<file path="config.mk">
export PLATFORM = sky130hd
export DESIGN_NAME = size_delta_varint_codec_unit
export DESIGN_NICKNAME = d
export VERILOG_FILES = /design/src/design/svdc_pkg.sv /design/src/design/size_delta_varint_codec_unit.sv /design/src/design/svdc_front.sv /design/src/design/svdc_queue.sv /design/src/design/svdc_back.sv
export SDC_FILE = /design/constraint.sdc
export NUM_CORES = 1
export LEC_CHECK = 0
export ABC_AREA = 1
export BUFFER_PORTS_ARGS = -buffer_cell sky130_fd_sc_hd__buf_2
export CAP_MARGIN = 15
export CORE_MARGIN = 2
export CORE_UTILIZATION = 55
export DETAILED_ROUTE_END_ITERATION = 16
export PLACE_DENSITY = 0.69
export SETUP_SLACK_MARGIN = 0.5
export SLEW_MARGIN = 15
export SYNTH_ARGS = -nofsm -noshare
export SYNTH_HDL_FRONTEND = slang
export SYNTH_SLANG_ARGS = --single-unit
</file>
<file path="constraint.sdc">
create_clock -name clk -period 6.4 [get_ports clk]
set_clock_uncertainty 0.15 [all_clocks]
set_input_delay 1.28 -clock clk [delete_from_list [all_inputs] [get_ports clk]]
set_output_delay 1.28 -clock clk [all_outputs]
set_load 0.005 [all_outputs]
</file>
<file path="src/design/svdc_pkg.sv">
package svdc_pkg;

	// operation selector codes
	localparam logic [1:0] FUNC_ENCODE = 2'd0;
	localparam logic [1:0] FUNC_DECODE = 2'd1;
	localparam logic [1:0] FUNC_CLEAR  = 2'd2;
	localparam logic [1:0] FUNC_NOP    = 2'd3;

	// code byte constants
	localparam logic [7:0] CONT_BIT   = 8'h80;
	localparam logic [7:0] GROUP_MASK = 8'h7f;
	localparam logic [7:0] INV_MASK   = 8'hff;
	localparam logic [7:0] ONE_MAX    = 8'd127;

	// most code bytes one encode can give
	localparam int MAX_CODES = 3;

	// one queued job: up to three result bytes plus the decoder snapshot
	typedef struct packed {
		logic [MAX_CODES-1:0][7:0] codes;
		logic [1:0]                last_idx;
		logic                      rerr;
		logic [31:0]               total;
		logic                      ended;
		logic [15:0]               bytes_used;
	} entry_t;

	// queue status seen by the front and back parts
	typedef struct packed {
		logic empty;
		logic full;
	} q_stat_t;

endpackage

</file>
<file path="src/design/size_delta_varint_codec_unit.sv">
// channel | direction | handshake           | payload
// --------+-----------+---------------------+-----------------------------------------
// in      | input     | in_valid / in_stall | func, delta, stored_byte
// out     | output    | out_valid/out_stall | code_byte, last, total, ended,
//         |           |                     | bytes_used, range_error
//
// An input transfers each cycle the job queue has room; decode and clear give
// one result, a nonzero encode one to three, at one result per cycle while out_stall is low.
// A three-byte encode holds the back end until its third byte is loaded; decodes sustain one.
// Inputs enter the job queue; the output register loads results from its head.
// arst_n clears the decoder state, the queue and out_valid.
// out_stall holds the output register and, once the queue fills, raises in_stall.
module size_delta_varint_codec_unit import svdc_pkg::*; #(
	parameter int QUEUE_DEPTH = 4
) (
	input  logic        clk,
	input  logic        arst_n,
	input  logic        in_valid,
	output logic        in_stall,
	input  logic [1:0]  func,
	input  logic signed [31:0] delta,
	input  logic [7:0]  stored_byte,
	output logic        out_valid,
	input  logic        out_stall,
	output logic [7:0]  code_byte,
	output logic        last,
	output logic [31:0] total,
	output logic        ended,
	output logic [15:0] bytes_used,
	output logic        range_error
);

	logic    push, pop;
	entry_t  push_entry, head;
	q_stat_t q_stat;

	svdc_front u_front (
		.clk         (clk),
		.arst_n      (arst_n),
		.in_valid    (in_valid),
		.in_stall    (in_stall),
		.func        (func),
		.delta       (delta),
		.stored_byte (stored_byte),
		.q_stat      (q_stat),
		.push        (push),
		.push_entry  (push_entry)
	);

	svdc_queue #(
		.DEPTH (QUEUE_DEPTH)
	) u_queue (
		.clk        (clk),
		.arst_n     (arst_n),
		.push       (push),
		.push_entry (push_entry),
		.pop        (pop),
		.head       (head),
		.q_stat     (q_stat)
	);

	svdc_back u_back (
		.clk         (clk),
		.arst_n      (arst_n),
		.head        (head),
		.q_stat      (q_stat),
		.pop         (pop),
		.out_valid   (out_valid),
		.out_stall   (out_stall),
		.code_byte   (code_byte),
		.last        (last),
		.total       (total),
		.ended       (ended),
		.bytes_used  (bytes_used),
		.range_error (range_error)
	);

`ifndef SYNTHESIS
	// never pop an empty queue
	a_no_pop_empty: assert property (@(posedge clk) disable iff (!arst_n)
		pop |-> !q_stat.empty)
		else $error("queue popped while empty");

	// every non-final result of an item is a continuation byte, stored inverted with bit 7 clear
	a_cont_not_last: assert property (@(posedge clk) disable iff (!arst_n)
		(out_valid && !last) |-> !code_byte[7])
		else $error("non-final result is not a continuation byte");

	// an out-of-range encode marks bit 7 only on its final byte
	a_rerr_shape: assert property (@(posedge clk) disable iff (!arst_n)
		(out_valid && range_error) |-> (code_byte[7] == last))
		else $error("range error result has wrong byte shape");

	// a full queue stalls the input on the next cycle unless it drains
	a_full_stall: assert property (@(posedge clk) disable iff (!arst_n)
		(q_stat.full && !pop) |=> in_stall)
		else $error("full queue did not stall input");
`endif

endmodule

</file>
<file path="src/design/svdc_front.sv">
module svdc_front import svdc_pkg::*; (
	input  logic        clk,
	input  logic        arst_n,
	input  logic        in_valid,
	output logic        in_stall,
	input  logic [1:0]  func,
	input  logic [31:0] delta,
	input  logic [7:0]  stored_byte,
	input  q_stat_t     q_stat,
	output logic        push,
	output entry_t      push_entry
);

	logic [31:0] sum_q, group_q;
	logic        in_group_q, done_q;
	logic [15:0] count_q;

	logic [31:0] sum_d, group_d;
	logic        in_group_d, done_d;
	logic [15:0] count_d;

	logic        accept;
	logic        fits13, fits20, one_byte, zero_delta;
	logic [7:0]  c;

	assign in_stall = q_stat.full;
	assign accept   = in_valid && !q_stat.full;

	// classify the delta by its signed range
	assign fits13     = (&delta[31:13]) || !(|delta[31:13]);
	assign fits20     = (&delta[31:20]) || !(|delta[31:20]);
	assign zero_delta = !(|delta);
	assign one_byte   = !(|delta[31:7]) && !zero_delta && (delta[7:0] <= ONE_MAX);
	assign c          = stored_byte ^ INV_MASK;

	// apply one stored byte or a clear to the decoder state
	always_comb begin
		sum_d      = sum_q;
		group_d    = group_q;
		in_group_d = in_group_q;
		done_d     = done_q;
		count_d    = count_q;
		if (accept && func == FUNC_CLEAR) begin
			sum_d      = '0;
			group_d    = '0;
			in_group_d = 1'b0;
			done_d     = 1'b0;
			count_d    = '0;
		end else if (accept && func == FUNC_DECODE && !done_q) begin
			if (c == 8'd0 && !in_group_q) begin
				done_d = 1'b1;
			end else begin
				if (count_q != 16'hffff)
					count_d = count_q + 16'd1;
				if ((c & CONT_BIT) != 8'd0) begin
					if (!in_group_q) begin
						group_d = {{18{c[6]}}, c[6:0], 7'b0};
					end else begin
						group_d = {group_q[24:7], c[6:0], 7'b0};
					end
					in_group_d = 1'b1;
				end else begin
					sum_d      = sum_q + (group_q | {24'b0, c});
					group_d    = '0;
					in_group_d = 1'b0;
				end
			end
		end
	end

	// build the queue entry
	always_comb begin
		push_entry            = '0;
		push_entry.total      = sum_d;
		push_entry.ended      = done_d;
		push_entry.bytes_used = count_d;
		push                  = 1'b0;
		case (func)
			FUNC_ENCODE: begin
				push            = accept && !zero_delta;
				push_entry.rerr = !fits20;
				if (one_byte) begin
					push_entry.codes[0] = {1'b0, delta[6:0]} ^ INV_MASK;
					push_entry.last_idx = 2'd0;
				end else if (fits13) begin
					push_entry.codes[0] = (CONT_BIT | {1'b0, delta[13:7]}) ^ INV_MASK;
					push_entry.codes[1] = ({1'b0, delta[6:0]} & GROUP_MASK) ^ INV_MASK;
					push_entry.last_idx = 2'd1;
				end else begin
					push_entry.codes[0] = (CONT_BIT | {1'b0, delta[20:14]}) ^ INV_MASK;
					push_entry.codes[1] = (CONT_BIT | {1'b0, delta[13:7]}) ^ INV_MASK;
					push_entry.codes[2] = ({1'b0, delta[6:0]} & GROUP_MASK) ^ INV_MASK;
					push_entry.last_idx = 2'd2;
				end
			end
			FUNC_DECODE, FUNC_CLEAR: begin
				push = accept;
			end
			default: begin
				push = 1'b0;
			end
		endcase
	end

	// hold decoder state
	always_ff @(posedge clk or negedge arst_n) begin
		if (!arst_n) begin
			sum_q      <= '0;
			group_q    <= '0;
			in_group_q <= 1'b0;
			done_q     <= 1'b0;
			count_q    <= '0;
		end else begin
			sum_q      <= sum_d;
			group_q    <= group_d;
			in_group_q <= in_group_d;
			done_q     <= done_d;
			count_q    <= count_d;
		end
	end

endmodule

</file>
<file path="src/design/svdc_queue.sv">
module svdc_queue import svdc_pkg::*; #(
	parameter int DEPTH = 4
) (
	input  logic    clk,
	input  logic    arst_n,
	input  logic    push,
	input  entry_t  push_entry,
	input  logic    pop,
	output entry_t  head,
	output q_stat_t q_stat
);

	localparam int PW = $clog2(DEPTH);
	localparam int CW = $clog2(DEPTH + 1);

	entry_t        mem_q [DEPTH];
	logic [PW-1:0] wr_ptr_q, rd_ptr_q;
	logic [CW-1:0] count_q;

	assign head         = mem_q[rd_ptr_q];
	assign q_stat.empty = (count_q == CW'(0));
	assign q_stat.full  = (count_q == CW'(DEPTH));

	// store entries
	always_ff @(posedge clk) begin
		if (push)
			mem_q[wr_ptr_q] <= push_entry;
	end

	// advance pointers and occupancy
	always_ff @(posedge clk or negedge arst_n) begin
		if (!arst_n) begin
			wr_ptr_q <= '0;
			rd_ptr_q <= '0;
			count_q  <= '0;
		end else begin
			if (push)
				wr_ptr_q <= (wr_ptr_q == PW'(DEPTH - 1)) ? '0 : wr_ptr_q + PW'(1);
			if (pop)
				rd_ptr_q <= (rd_ptr_q == PW'(DEPTH - 1)) ? '0 : rd_ptr_q + PW'(1);
			if (push && !pop)
				count_q <= count_q + CW'(1);
			else if (pop && !push)
				count_q <= count_q - CW'(1);
		end
	end

endmodule

</file>
<file path="src/design/svdc_back.sv">
module svdc_back import svdc_pkg::*; (
	input  logic        clk,
	input  logic        arst_n,
	input  entry_t      head,
	input  q_stat_t     q_stat,
	output logic        pop,
	output logic        out_valid,
	input  logic        out_stall,
	output logic [7:0]  code_byte,
	output logic        last,
	output logic [31:0] total,
	output logic        ended,
	output logic [15:0] bytes_used,
	output logic        range_error
);

	logic [1:0] idx_q;
	logic       valid_q;
	logic       load;
	logic       at_last;

	assign load      = !q_stat.empty && (!valid_q || !out_stall);
	assign at_last   = (idx_q == head.last_idx);
	assign pop       = load && at_last;
	assign out_valid = valid_q;

	// step through the bytes of the head entry
	always_ff @(posedge clk or negedge arst_n) begin
		if (!arst_n) begin
			valid_q <= 1'b0;
			idx_q   <= '0;
		end else begin
			if (load)
				valid_q <= 1'b1;
			else if (!out_stall)
				valid_q <= 1'b0;
			if (load)
				idx_q <= at_last ? 2'd0 : idx_q + 2'd1;
		end
	end

	// load the output register
	always_ff @(posedge clk) begin
		if (load) begin
			code_byte   <= head.codes[idx_q];
			last        <= at_last;
			total       <= head.total;
			ended       <= head.ended;
			bytes_used  <= head.bytes_used;
			range_error <= head.rerr;
		end
	end

endmodule
</file>
==> flow_summary.toml <==
[status]
outcome = "complete, no violations"

[layout]
leading_cell_type_in_the_layout_fill_and_taps_excluded = "sky130_fd_sc_hd__edfxtp_1"
layout-drive-gt1-share_pct = 10.8
multiInputGateArea_mm2 = 0.00609
fillCellCount = 2837
antenna-diode-count = 0
sequential_cell_area_mm2 = 0.0128
layout.cells.most_common_list = "355 x sky130_fd_sc_hd__edfxtp_1, 334 x sky130_fd_sc_hd__nand2_1, 259 x sky130_fd_sc_hd__nor2_1"
final_nets = 2110
flow.area_growth_from_synthesis_pct = 12.7

[timing]
setup_violations = 0
unrepaired_setup_endpoints_after_global_routing = "no"
fin_crit_sh_pct = 57.7
count_of_final_hold_check_violations = 0
timing_worst_slew_pin_value_ns = 1.18
timing_max_transition_violations_final = 0
period_minus_slack_ns = 3.70
setup_tns_ns = 0
timing.max_slew.rel_slack_pct = 21.1
fmaxAchievable_ghz = 0.271

[critical_path]
crit_path_end_kind = "flip-flop"
critical_path.startpoint_type = "flip-flop"
timing.reg2reg.setup_slack_ns = 2.70
worstSetupPathType = "flip-flop to flip-flop"
arrival_ns = 3.99
path_max_fanout = 116
required_ns = 6.70

[floorplan]
die_w_um = 194
die_h_um = 194
die-area_mm2 = 0.0377
pin_count = 107
standard_cell_row_count = 69
core_area_mm2 = 0.0356
floorplan.initialDensity_pct = 56.0

[clock_network]
clkLatencyLatePin_ns = 0.58
cts_inserted_buffers = 45
clock_tree_from_tritoncts = "done"
postCtsHoldBufs = 0
cts-resized-gates = 0
cts_htree_levels = 2
max-clock-path-buffers = 3
cts_num_sinks = 440
clk_transition_reported_paths_ns = 0.06
cts_setup_buffers = 0
clock_tree.root_cell = "sky130_fd_sc_hd__clkbuf_16"

[logic_synthesis]
synth.yosys.seq_area_share_pct = 64.2
yosys.cell_types.count = 47
synth_ff_type = "sky130_fd_sc_hd__edfxtp_1"
avgSynthCellArea_um2 = 10.4
number_of_standard_cells_after_synthesis = 1921
mappedNetlistNets = 2012
synth.cell_area_mm2 = 0.0199
synth_enable_flop_cells = 355
ys_ff_latch = 440
ys_async_sr_fraction_pct = 19.3
yosys_warnings = 0

[power]
static-leakage-power_uw = 0.00914
design_power_total_uw = 9260
vdd_ir_drop_max_v = 0.000239
pwr_density_cell_mw_per_mm2 = 413

[flow_run]
max_cap_violations = 0

[placement]
numPortBuffers = 106
place.gp.congestion = 0.919
dp_hpwl_mm = 29.6

[drt]
dr.pass1.iters = 5
antenna_violating_nets_post_route = 0
residual_drc_count = 0
wire_per_inst_um = 18.5
route.final.wire_length_mm = 46.6
detail_route.vias_per_cell = 5.66
route.vias.total = 14238
drt-initial-drc-count = 1165

[global_route]
gr-total-overflow = 0
antenna_violations_before_repair = 0
grt_max_degree = 117
first_pass_grt_wire_length_mm = 73.8
globalRouteTotalUtil_pct = 24.8
grt_pass1_vias = 13941

[worst_hold_path]
timing.hold.worst.class = "flip-flop to flip-flop"
-- worst paths after layout --
path / startpoint / cells past startpoint / to
setup / recovery: u_queue.rd_ptr_q[0] / 13 / u_queue.count_q[1]
hold / removal: u_queue.count_q[2] / 1 / u_queue.count_q[2]
setup reg to reg: u_queue.rd_ptr_q[0] / 13 / u_queue.count_q[1]
hold reg to reg: u_queue.count_q[2] / 1 / u_queue.count_q[2]
max in group asynchronous: arst_n / 3 / u_front.count_q[7]
min in group asynchronous: arst_n / 1 / u_back.out_valid
-- cell usage after synthesis, types with 9 or more instances --
| cell type | number | share of area (%) |
|---|---|---|
| sky130_fd_sc_hd__a21oi_1 | 46 | 1.2 |
| sky130_fd_sc_hd__nand3_1 | 120 | 3.0 |
| sky130_fd_sc_hd__dfrtp_1 | 85 | 11 |
| sky130_fd_sc_hd__o22ai_1 | 70 | 2.2 |
| sky130_fd_sc_hd__buf_2 | 12 | 0.30 |
| sky130_fd_sc_hd__o211ai_1 | 9 | 0.34 |
| sky130_fd_sc_hd__nand4_1 | 19 | 0.60 |
| sky130_fd_sc_hd__xnor2_1 | 17 | 0.75 |
| sky130_fd_sc_hd__nand2_1 | 335 | 6.3 |
| sky130_fd_sc_hd__inv_1 | 194 | 3.7 |
| sky130_fd_sc_hd__o21ai_0 | 213 | 5.4 |
| sky130_fd_sc_hd__edfxtp_1 | 355 | 54 |
| sky130_fd_sc_hd__o21a_1 | 14 | 0.53 |
| sky130_fd_sc_hd__ha_1 | 43 | 2.7 |
| sky130_fd_sc_hd__nor2_1 | 263 | 5.0 |
| sky130_fd_sc_hd__clkbuf_1 | 49 | 0.92 |
| sky130_fd_sc_hd__nor3_1 | 17 | 0.43 |
-- critical path: stages, from the launching register on --
cell                      delay, ns
sky130_fd_sc_hd__dfrtp_4       0.67
sky130_fd_sc_hd__buf_4         0.93
sky130_fd_sc_hd__nand2_1       0.12
sky130_fd_sc_hd__nand3_1       0.15
sky130_fd_sc_hd__nand3_1       0.13
sky130_fd_sc_hd__nand2_1       0.11
sky130_fd_sc_hd__nand2_1       0.07
sky130_fd_sc_hd__nor2_1        0.23
sky130_fd_sc_hd__inv_1         0.13
sky130_fd_sc_hd__ha_1          0.20
sky130_fd_sc_hd__inv_1         0.10
sky130_fd_sc_hd__fa_1          0.42
sky130_fd_sc_hd__nor2_1        0.10
sky130_fd_sc_hd__a21oi_1       0.05
-- metrics by stage --
stage	utilization, %	cell area (um2)	hold WS [ns]	setup slack, ns	std cells
floorplan	-	19900	0.318	0.741	1921
global placement	58.7	20900	0.335	2.25	2430
detailed placement	58.7	20900	0.337	2.22	2430
CTS	62.9	22400	0.347	2.72	2514
global route	63.1	22400	0.387	2.33	2517
finish	63.1	22400	0.345	2.70	2517
-- state kept, by name (all words and copies together) (netlist names), 2 cells and up --
name               flops
u_front.group_q       25
u_back.code_byte       8
u_back.idx_q           2
u_queue.rd_ptr_q       2
u_front.count_q       16
u_queue.mem_q        296
u_front.sum_q         32
u_back.bytes_used     16
u_queue.wr_ptr_q       2
u_back.total          32
u_queue.count_q        3
-- layer usage --
layer	track usage (%)	wire, um
met5	0	0
met3	3.18	2370
met4	8.89	1260
met1	33.2	19800
met2	42.0	23100
-- cells by family after synthesis --
group                      synth area share, %
AOI/OAI and AO/OA                         10.3
xor gates and xnor gates                 0.968
adders and majority gates                 2.90
buffers and inverters                     5.32
DFF                                       64.2
and+or+nand+nor                           16.3
-- layout make-up --
type	instances	area share (%)
multi-input cells	1210	27.1
inverters	201	3.39
repair buffers	121	3.30
clock buffers	58	5.65
well taps	461	2.57
flip-flops and latches	440	57.0
clock inverters	26	0.904
-- where the power goes --
part / internal, uW / switching [uW] / leakage [uW]
Sequential: 3850 / 261 / 0.00444
Clock: 1490 / 1090 / 0.000721
Combinational: 830 / 1750 / 0.00397
Power figures use the tool's default switching activity.
